$ cat src/sv/rpsc_pkg.sv
`timescale 1ns / 1ps
// Shared types and constants for the rod position and scram controller.
// No dependencies; imported by the controller and its checker.
package rpsc_pkg;

    // Field widths
    localparam int TEMP_W   = 12;
    localparam int DEMAND_W = 10;
    localparam int DEPTH_W  = 7;
    localparam int HOLD_W   = 4;
    localparam int CFG_IDX_W  = 3;
    localparam int CFG_DATA_W = 12;

    // Rod depth when fully inserted
    localparam logic [DEPTH_W-1:0] DEPTH_FULL = 7'd100;

    // Reset values of the settings and the state
    localparam logic [TEMP_W-1:0]  HIGH_TEMP_RST = 12'd800;
    localparam logic [TEMP_W-1:0]  MARGIN_RST    = 12'd50;
    localparam logic [TEMP_W-1:0]  RISE_RST      = 12'd25;
    localparam logic [HOLD_W-1:0]  HOLD_RST      = 4'd3;
    localparam logic [DEPTH_W-1:0] MAX_STEP_RST  = 7'd10;
    localparam logic [TEMP_W-1:0]  PREV_TEMP_RST = 12'd750;

    // Division by ten as a multiply by 205 and a shift by 11; exact for 0..1023
    localparam logic [7:0] DIV10_MUL   = 8'd205;
    localparam int         DIV10_SHIFT = 11;

    // Settings register indexes
    typedef enum logic [CFG_IDX_W-1:0] {
        REG_HIGH_TEMP = 3'd0,
        REG_MARGIN    = 3'd1,
        REG_RISE      = 3'd2,
        REG_HOLD      = 3'd3,
        REG_MAX_STEP  = 3'd4
    } cfg_reg_t;

    // Control mode reported with each result item
    typedef enum logic [1:0] {
        MODE_SCRAM  = 2'd0,
        MODE_RISE   = 2'd1,
        MODE_DEMAND = 2'd2
    } mode_t;

endpackage

$ cat src/sv/rod_position_scram_controller.sv
`timescale 1ns / 1ps
// Rod position and scram controller: one sensor item in, one rod command out.
// Depends on rpsc_pkg.
//
// Usage:
//  - s_ channel carries one sensor item per control tick: temperature and
//    demand in s_tdata, the seismic flag in s_tuser.
//  - m_ channel returns one result item per sensor item: the new rod depth in
//    m_tdata, the scram latch and the control mode in m_tuser.
//  - cfg_ channel writes the five settings by index; it is always ready and
//    should only be used while no item is in flight. Indexes of 5 and above
//    are ignored.
//  - The path has two register stages: the item sits in the input
//    register, then the control logic loads the result register, where the
//    rod, latch, hold and previous-temperature state update at the same edge.
//  - Throughput is one item per cycle while the receiver does not stall; the
//    state loop closes through one stage of compares, adds and a constant multiply.
//  - When the receiver stalls, the result waits in the output register and one
//    more item is held in the input register, after which s_tready drops.
//  - Reset (aresetn low, synchronous) empties both registers, inserts the
//    rods fully, clears the latch and hold count, sets the previous
//    temperature to 750 and restores the default settings.
module rod_position_scram_controller (
    input  logic        aclk,
    input  logic        aresetn,
    // Sensor items
    input  logic        s_tvalid,
    output logic        s_tready,
    input  logic [23:0] s_tdata,   // [11:0] temperature, [21:12] demand_mw, [23:22] zero
    input  logic [0:0]  s_tuser,   // [0] seismic
    // Result items
    output logic        m_tvalid,
    input  logic        m_tready,
    output logic [7:0]  m_tdata,   // [6:0] depth, [7] zero
    output logic [2:0]  m_tuser,   // [0] scram, [2:1] mode
    // Settings writes
    input  logic        cfg_valid,
    output logic        cfg_ready,
    input  logic [rpsc_pkg::CFG_IDX_W-1:0]  cfg_index,
    input  logic [rpsc_pkg::CFG_DATA_W-1:0] cfg_data
);
    import rpsc_pkg::*;

    // Settings
    logic [TEMP_W-1:0]  high_temp_reg;
    logic [TEMP_W-1:0]  margin_reg;
    logic [TEMP_W-1:0]  rise_reg;
    logic [HOLD_W-1:0]  hold_ticks_reg;
    logic [DEPTH_W-1:0] max_step_reg;

    // Control state
    logic [DEPTH_W-1:0] rod_depth_reg;
    logic [TEMP_W-1:0]  prev_temp_reg;
    logic               latch_reg;
    logic [HOLD_W-1:0]  hold_reg;

    // Input register
    logic                in_valid_reg;
    logic [TEMP_W-1:0]   in_temp_reg;
    logic                in_seismic_reg;
    logic [DEMAND_W-1:0] in_demand_reg;

    // Result register
    logic               out_valid_reg;
    logic [DEPTH_W-1:0] out_depth_reg;
    logic               out_scram_reg;
    mode_t              out_mode_reg;

    // Next values
    logic [DEPTH_W-1:0] depth_next;
    logic               latch_next;
    logic [HOLD_W-1:0]  hold_next;
    mode_t              mode_next;

    logic advance;
    logic trigger;
    logic latched;
    logic [HOLD_W-1:0] hold_loaded;
    logic [HOLD_W-1:0] hold_dec;
    logic below_release;
    logic rise_fast;
    logic [17:0] demand_prod;
    logic [DEPTH_W-1:0] demand_tenth;
    logic signed [8:0] target;
    logic signed [8:0] rod_up;
    logic signed [8:0] rod_down;
    logic signed [8:0] demand_depth;
    logic [7:0] rise_depth;

    // Handshakes: the logic stage advances whenever it holds an item and the result register is free
    assign advance   = in_valid_reg && (!out_valid_reg || m_tready);
    assign s_tready  = !in_valid_reg || advance;
    assign cfg_ready = 1'b1;

    // Settings writes
    always_ff @(posedge aclk) begin
        if (!aresetn) begin
            high_temp_reg  <= HIGH_TEMP_RST;
            margin_reg     <= MARGIN_RST;
            rise_reg       <= RISE_RST;
            hold_ticks_reg <= HOLD_RST;
            max_step_reg   <= MAX_STEP_RST;
        end else if (cfg_valid) begin
            case (cfg_index)
                REG_HIGH_TEMP: high_temp_reg  <= cfg_data;
                REG_MARGIN:    margin_reg     <= cfg_data;
                REG_RISE:      rise_reg       <= cfg_data;
                REG_HOLD:      hold_ticks_reg <= cfg_data[HOLD_W-1:0];
                REG_MAX_STEP:  max_step_reg   <= cfg_data[DEPTH_W-1:0];
                default: ;
            endcase
        end
    end

    // Input register
    always_ff @(posedge aclk) begin
        if (!aresetn) begin
            in_valid_reg <= 1'b0;
        end else if (s_tready) begin
            in_valid_reg <= s_tvalid;
        end
    end

    always_ff @(posedge aclk) begin
        if (s_tready && s_tvalid) begin
            in_temp_reg    <= s_tdata[11:0];
            in_demand_reg  <= s_tdata[21:12];
            in_seismic_reg <= s_tuser[0];
        end
    end

    // Scram latch and hold counter
    always_comb begin
        trigger     = in_seismic_reg || (in_temp_reg >= high_temp_reg);
        latched     = latch_reg || trigger;
        hold_loaded = trigger ? hold_ticks_reg : hold_reg;
        hold_dec    = (hold_loaded == '0) ? '0 : hold_loaded - HOLD_W'(1);
        // Release level may be negative, in which case no temperature is below it
        below_release = ({1'b0, in_temp_reg} + {1'b0, margin_reg}) < {1'b0, high_temp_reg};
    end

    // Rise detection and demand target
    always_comb begin
        rise_fast    = {1'b0, in_temp_reg} > ({1'b0, prev_temp_reg} + {1'b0, rise_reg});
        demand_prod  = {8'b0, in_demand_reg} * {10'b0, DIV10_MUL};
        demand_tenth = demand_prod[17:DIV10_SHIFT];
        target       = $signed({2'b00, DEPTH_FULL}) - $signed({2'b00, demand_tenth});
        rod_up       = $signed({2'b00, rod_depth_reg}) + $signed({2'b00, max_step_reg});
        rod_down     = $signed({2'b00, rod_depth_reg}) - $signed({2'b00, max_step_reg});
        rise_depth   = rod_up[7:0];
    end

    // Depth, mode and next state for the item in the input register
    always_comb begin
        latch_next = latch_reg;
        hold_next  = hold_reg;
        depth_next = DEPTH_FULL;
        mode_next  = MODE_SCRAM;
        demand_depth = target;
        if (latched) begin
            hold_next  = hold_dec;
            latch_next = !((hold_dec == '0) && below_release && !in_seismic_reg);
        end else if (rise_fast) begin
            mode_next  = MODE_RISE;
            depth_next = (rise_depth > {1'b0, DEPTH_FULL}) ? DEPTH_FULL
                                                          : rise_depth[DEPTH_W-1:0];
        end else begin
            mode_next = MODE_DEMAND;
            if (target > rod_up) begin
                demand_depth = rod_up;
            end else if (target < rod_down) begin
                demand_depth = rod_down;
            end
            if (demand_depth < 9'sd0) begin
                depth_next = '0;
            end else if (demand_depth > $signed({2'b00, DEPTH_FULL})) begin
                depth_next = DEPTH_FULL;
            end else begin
                depth_next = demand_depth[DEPTH_W-1:0];
            end
        end
    end

    // Control state updates as each item passes into the result register
    always_ff @(posedge aclk) begin
        if (!aresetn) begin
            rod_depth_reg <= DEPTH_FULL;
            prev_temp_reg <= PREV_TEMP_RST;
            latch_reg     <= 1'b0;
            hold_reg      <= '0;
        end else if (advance) begin
            rod_depth_reg <= depth_next;
            prev_temp_reg <= in_temp_reg;
            latch_reg     <= latch_next;
            hold_reg      <= hold_next;
        end
    end

    // Result register
    always_ff @(posedge aclk) begin
        if (!aresetn) begin
            out_valid_reg <= 1'b0;
        end else if (!out_valid_reg || m_tready) begin
            out_valid_reg <= in_valid_reg;
        end
    end

    always_ff @(posedge aclk) begin
        if (advance) begin
            out_depth_reg <= depth_next;
            out_scram_reg <= latch_next;
            out_mode_reg  <= mode_next;
        end
    end

    assign m_tvalid = out_valid_reg;
    assign m_tdata  = {1'b0, out_depth_reg};
    assign m_tuser  = {out_mode_reg, out_scram_reg};

endmodule

$ cat config.mk
export PLATFORM = sky130hd
export DESIGN_NAME = rod_position_scram_controller
export DESIGN_NICKNAME = d
export VERILOG_FILES = /design/src/sv/rpsc_pkg.sv /design/src/sv/rod_position_scram_controller.sv
export SDC_FILE = /design/constraint.sdc
export NUM_CORES = 1
export LEC_CHECK = 0
export ABC_AREA = 1
export BUFFER_PORTS_ARGS = -buffer_cell sky130_fd_sc_hd__clkbuf_2
export CAP_MARGIN = 20
export CORE_MARGIN = 2
export CORE_UTILIZATION = 56
export CTS_CLUSTER_SIZE = 24
export DETAILED_ROUTE_END_ITERATION = 6
export GPL_ROUTABILITY_DRIVEN = 1
export MAX_ROUTING_LAYER = met4
export PLACE_DENSITY = 0.78
export SYNTH_ARGS = -nofsm -noshare
export SYNTH_HDL_FRONTEND = slang
export SYNTH_SLANG_ARGS = --single-unit
$ cat constraint.sdc
create_clock -name aclk -period 5.7 [get_ports aclk]
set_input_delay 0.57 -clock aclk [delete_from_list [all_inputs] [get_ports aclk]]
set_output_delay 0.57 -clock aclk [all_outputs]
set_load 0.02 [all_outputs]
==> results.cfg <==
[sta]
rsz0062_at_grt = true
worstMarginPinSlew_ps = 950
final-setup-viol-count = 14
fmax_mhz = 160
hold_viol = 0
report.final.slew_viol_count = 0
fin_crit_sh_pct = 109
min_period_ps = 6230
relSlewSlack_pct = 36.6
holdWs_ps = 381
worst_clock_skew_ps = 12.8
worst_slack_ps = -533

[floorplan]
start_util_pct = 56.7
core_area_sq_um = 15000
fp.dieH_um = 127
die_x_um = 127
dieArea_sq_um = 16200
pin_count = 59
row_count = 45

[clock_tree]
cts_made_buffers = 9
cts_sinks = 106
cts_tree = built
clock_latency_ps = 360
clkTransAtPathRegs_ps = 80
cts.htree.levels = 3
clk_path_buf_depth = 2
ctsRootBufferMaster = clkbuf_16
hold_buffers = 0

[power]
p_int_mw = 2.91
power.leakage_nw = 5.36
combPwrFrac_pct = 72.0
power.switching_mw = 2.29
p_seq_share_pct = 16.5
power_mw = 5.20
ir_drop_mv = 0.329
netSwitchingFraction_pct = 44.0
p_clk_share_pct = 11.6
pwr_density_cell_nw_per_um2 = 501

[status]
violations = negative setup slack
status = finished with violations

[synthesis]
ys_ff_latch = 106
synthesis.nets = 1300
avgSynthCellArea_sq_um = 7.78
synthFlopType = dfxtp_1
yosys.cell_types.count = 44
async_flop_share_pct = 0
synth_area_sq_um = 8520
syn_inst = 1096
synth_edf_count = 33
yosysWarnings = 0
ys_seq_area_share_pct = 28.8

[global_routing]
grt_pass1_vias = 7522
gr-total-overflow = 0
antenna_found_initial = 0
grtUsageTotal_pct = 26.7
grt_max_degree = 66
grt_pass1_wl_mm = 33.7

[critical_path]
crit_fanout = 7
critPathLaunchType = flip-flop
endpoint_kind = flip-flop
timing.rr.start = in_demand_reg[7]$_DFFE_PP_
endpoint = out_depth_reg[6]$_DFFE_PP_
slowest_stage = fa_1
arrival_ps = 6360
crit_type = flip-flop to flip-flop
reg2reg_slack_ps = -530
timing.rr.end = out_depth_reg[6]$_DFFE_PP_
crit_start = in_demand_reg[7]$_DFFE_PP_
required_ps = 5830
cpPeakStageDelay_ps = 520
cp_common_cell = nand2_2
worst_r2r_path_depth = 40

[layout]
fillCellCount = 1155
multiInputGateArea_sq_um = 5740
final_layout_size_suffix_gt1_share_pct = 22.5
diodes = 0
fin_area_sq_um = 10400
layout_common_cells = nand2_1 (183), inv_1 (158), ha_1 (122)
layout.cells.most_common = nand2_1
nets = 1440
utilization_pct = 69.0
syn2layout_area_growth_pct = 21.7
regArea_sq_um = 2450

[drt]
dr_total_vias = 7621
drtIter0Drc = 542
drc_errors = 0
antenna_left = 0
dr.pass1.iters = 5
wirelength_mm = 20.4
vias_per_cell = 5.33
routedWlPerCell_um = 14.2

[place]
hpwlAfterDp_mm = 15.0
place_ws_ps = -395
gp_congestion = 0.926
postPlaceCellArea_sq_um = 9560
portBuffers = 54

[job]
cap_viol_max_count = 0

[hold_path]
hold_path.class = primary input to flip-flop
-- critical path: cells and delay by family, from the launching register on --
kind | cells | cell delay, ps
adders and majority gates | 6 | 2370
AOI/OAI and AO/OA | 1 | 250
and+or+nand+nor | 23 | 1990
xor gates and xnor gates | 1 | 170
DFF | 1 | 510
buffers and inverters | 9 | 700
-- cells by family after synthesis --
logic type	synth area share, %
AO/OA/AOI/OAI	11.9
XOR/XNOR	3.68
adder cells (fa/ha/maj)	25.2
buffers and inverters	9.07
flip-flops	28.8
multiplexers	0.235
other	0.0881
AND/OR/NAND/NOR	21.0
-- final cells by class --
| class | instances | area share [%] |
|---|---|---|
| Clock buffer | 10 | 2.21 |
| Clock inverter | 6 | 0.495 |
| Inverter | 178 | 6.45 |
| Multi-Input combinational cell | 792 | 55.3 |
| Sequential cell | 106 | 23.6 |
| Tap cell | 188 | 2.27 |
| Timing Repair Buffer | 149 | 9.63 |
-- Yosys cell counts, drive strengths merged, types with 13 or more instances --
master / count / area share, %
nor2: 99 / 4.5
a21oi: 89 / 5.3
dfxtp: 73 / 17
xor2: 27 / 2.9
inv: 174 / 7.7
o21ai: 64 / 3.8
fa: 21 / 4.9
nand3: 69 / 4.7
nand2: 222 / 10
clkbuf: 13 / 0.57
edfxtp: 33 / 12
ha: 138 / 20
-- worst min-delay path by stage --
stage | startpoint | to | slack, ps | depth (start not counted)
2_1_floorplan | hold_ticks_reg[0]$_SDFFE_PN1P_ | hold_ticks_reg[0]$_SDFFE_PN1P_ | 430 | 2
3_3_place_gp | rise_reg[0]$_SDFFE_PN1P_ | rise_reg[0]$_SDFFE_PN1P_ | 450 | 2
3_5_place_dp | margin_reg[4]$_SDFFE_PN1P_ | margin_reg[4]$_SDFFE_PN1P_ | 450 | 2
4_1_cts | s_tdata[11] | in_temp_reg[11]$_DFFE_PP_ | 370 | 1
5_1_grt | s_tdata[10] | in_temp_reg[10]$_DFFE_PP_ | 370 | 1
6_report | s_tdata[9] | in_temp_reg[9]$_DFFE_PP_ | 380 | 1
-- stage by stage --
step | TNS [ps] | instances
finish | -6260 | 1429
global placement | -2510 | 1384
floorplan | 0 | 1096
global route | -11150 | 1429
CTS | -3260 | 1419
detailed placement | -4490 | 1384
-- timing repair --
item,CTS,global route
pin swaps,31,37
gates resized for setup,30,40
setup buffers,19,10
setup endpoints to repair,14,14
-- power by group through the flow --
stage               Clock (mW)  Combinational (mW)  Sequential, mW
floorplan                    0                1.96           0.870
global route             0.640                4.14           0.861
finish                   0.600                3.74           0.856
global placement             0                2.84           0.869
CTS                      0.607                3.27           0.854
detailed placement           0                2.91           0.870
-- routing by layer --
| metal | vias up | global-route usage [%] | share of wire, % |
|---|---|---|---|
| li1 | 3858 | - | - |
| met1 | 3539 | 31.8 | 43 |
| met2 | 177 | 46.5 | 51 |
| met3 | 47 | 3.56 | 3.9 |
| met4 | 0 | 8.99 | 2.6 |
| met5 | - | - | 0 |
Power figures use the tool's default switching activity.
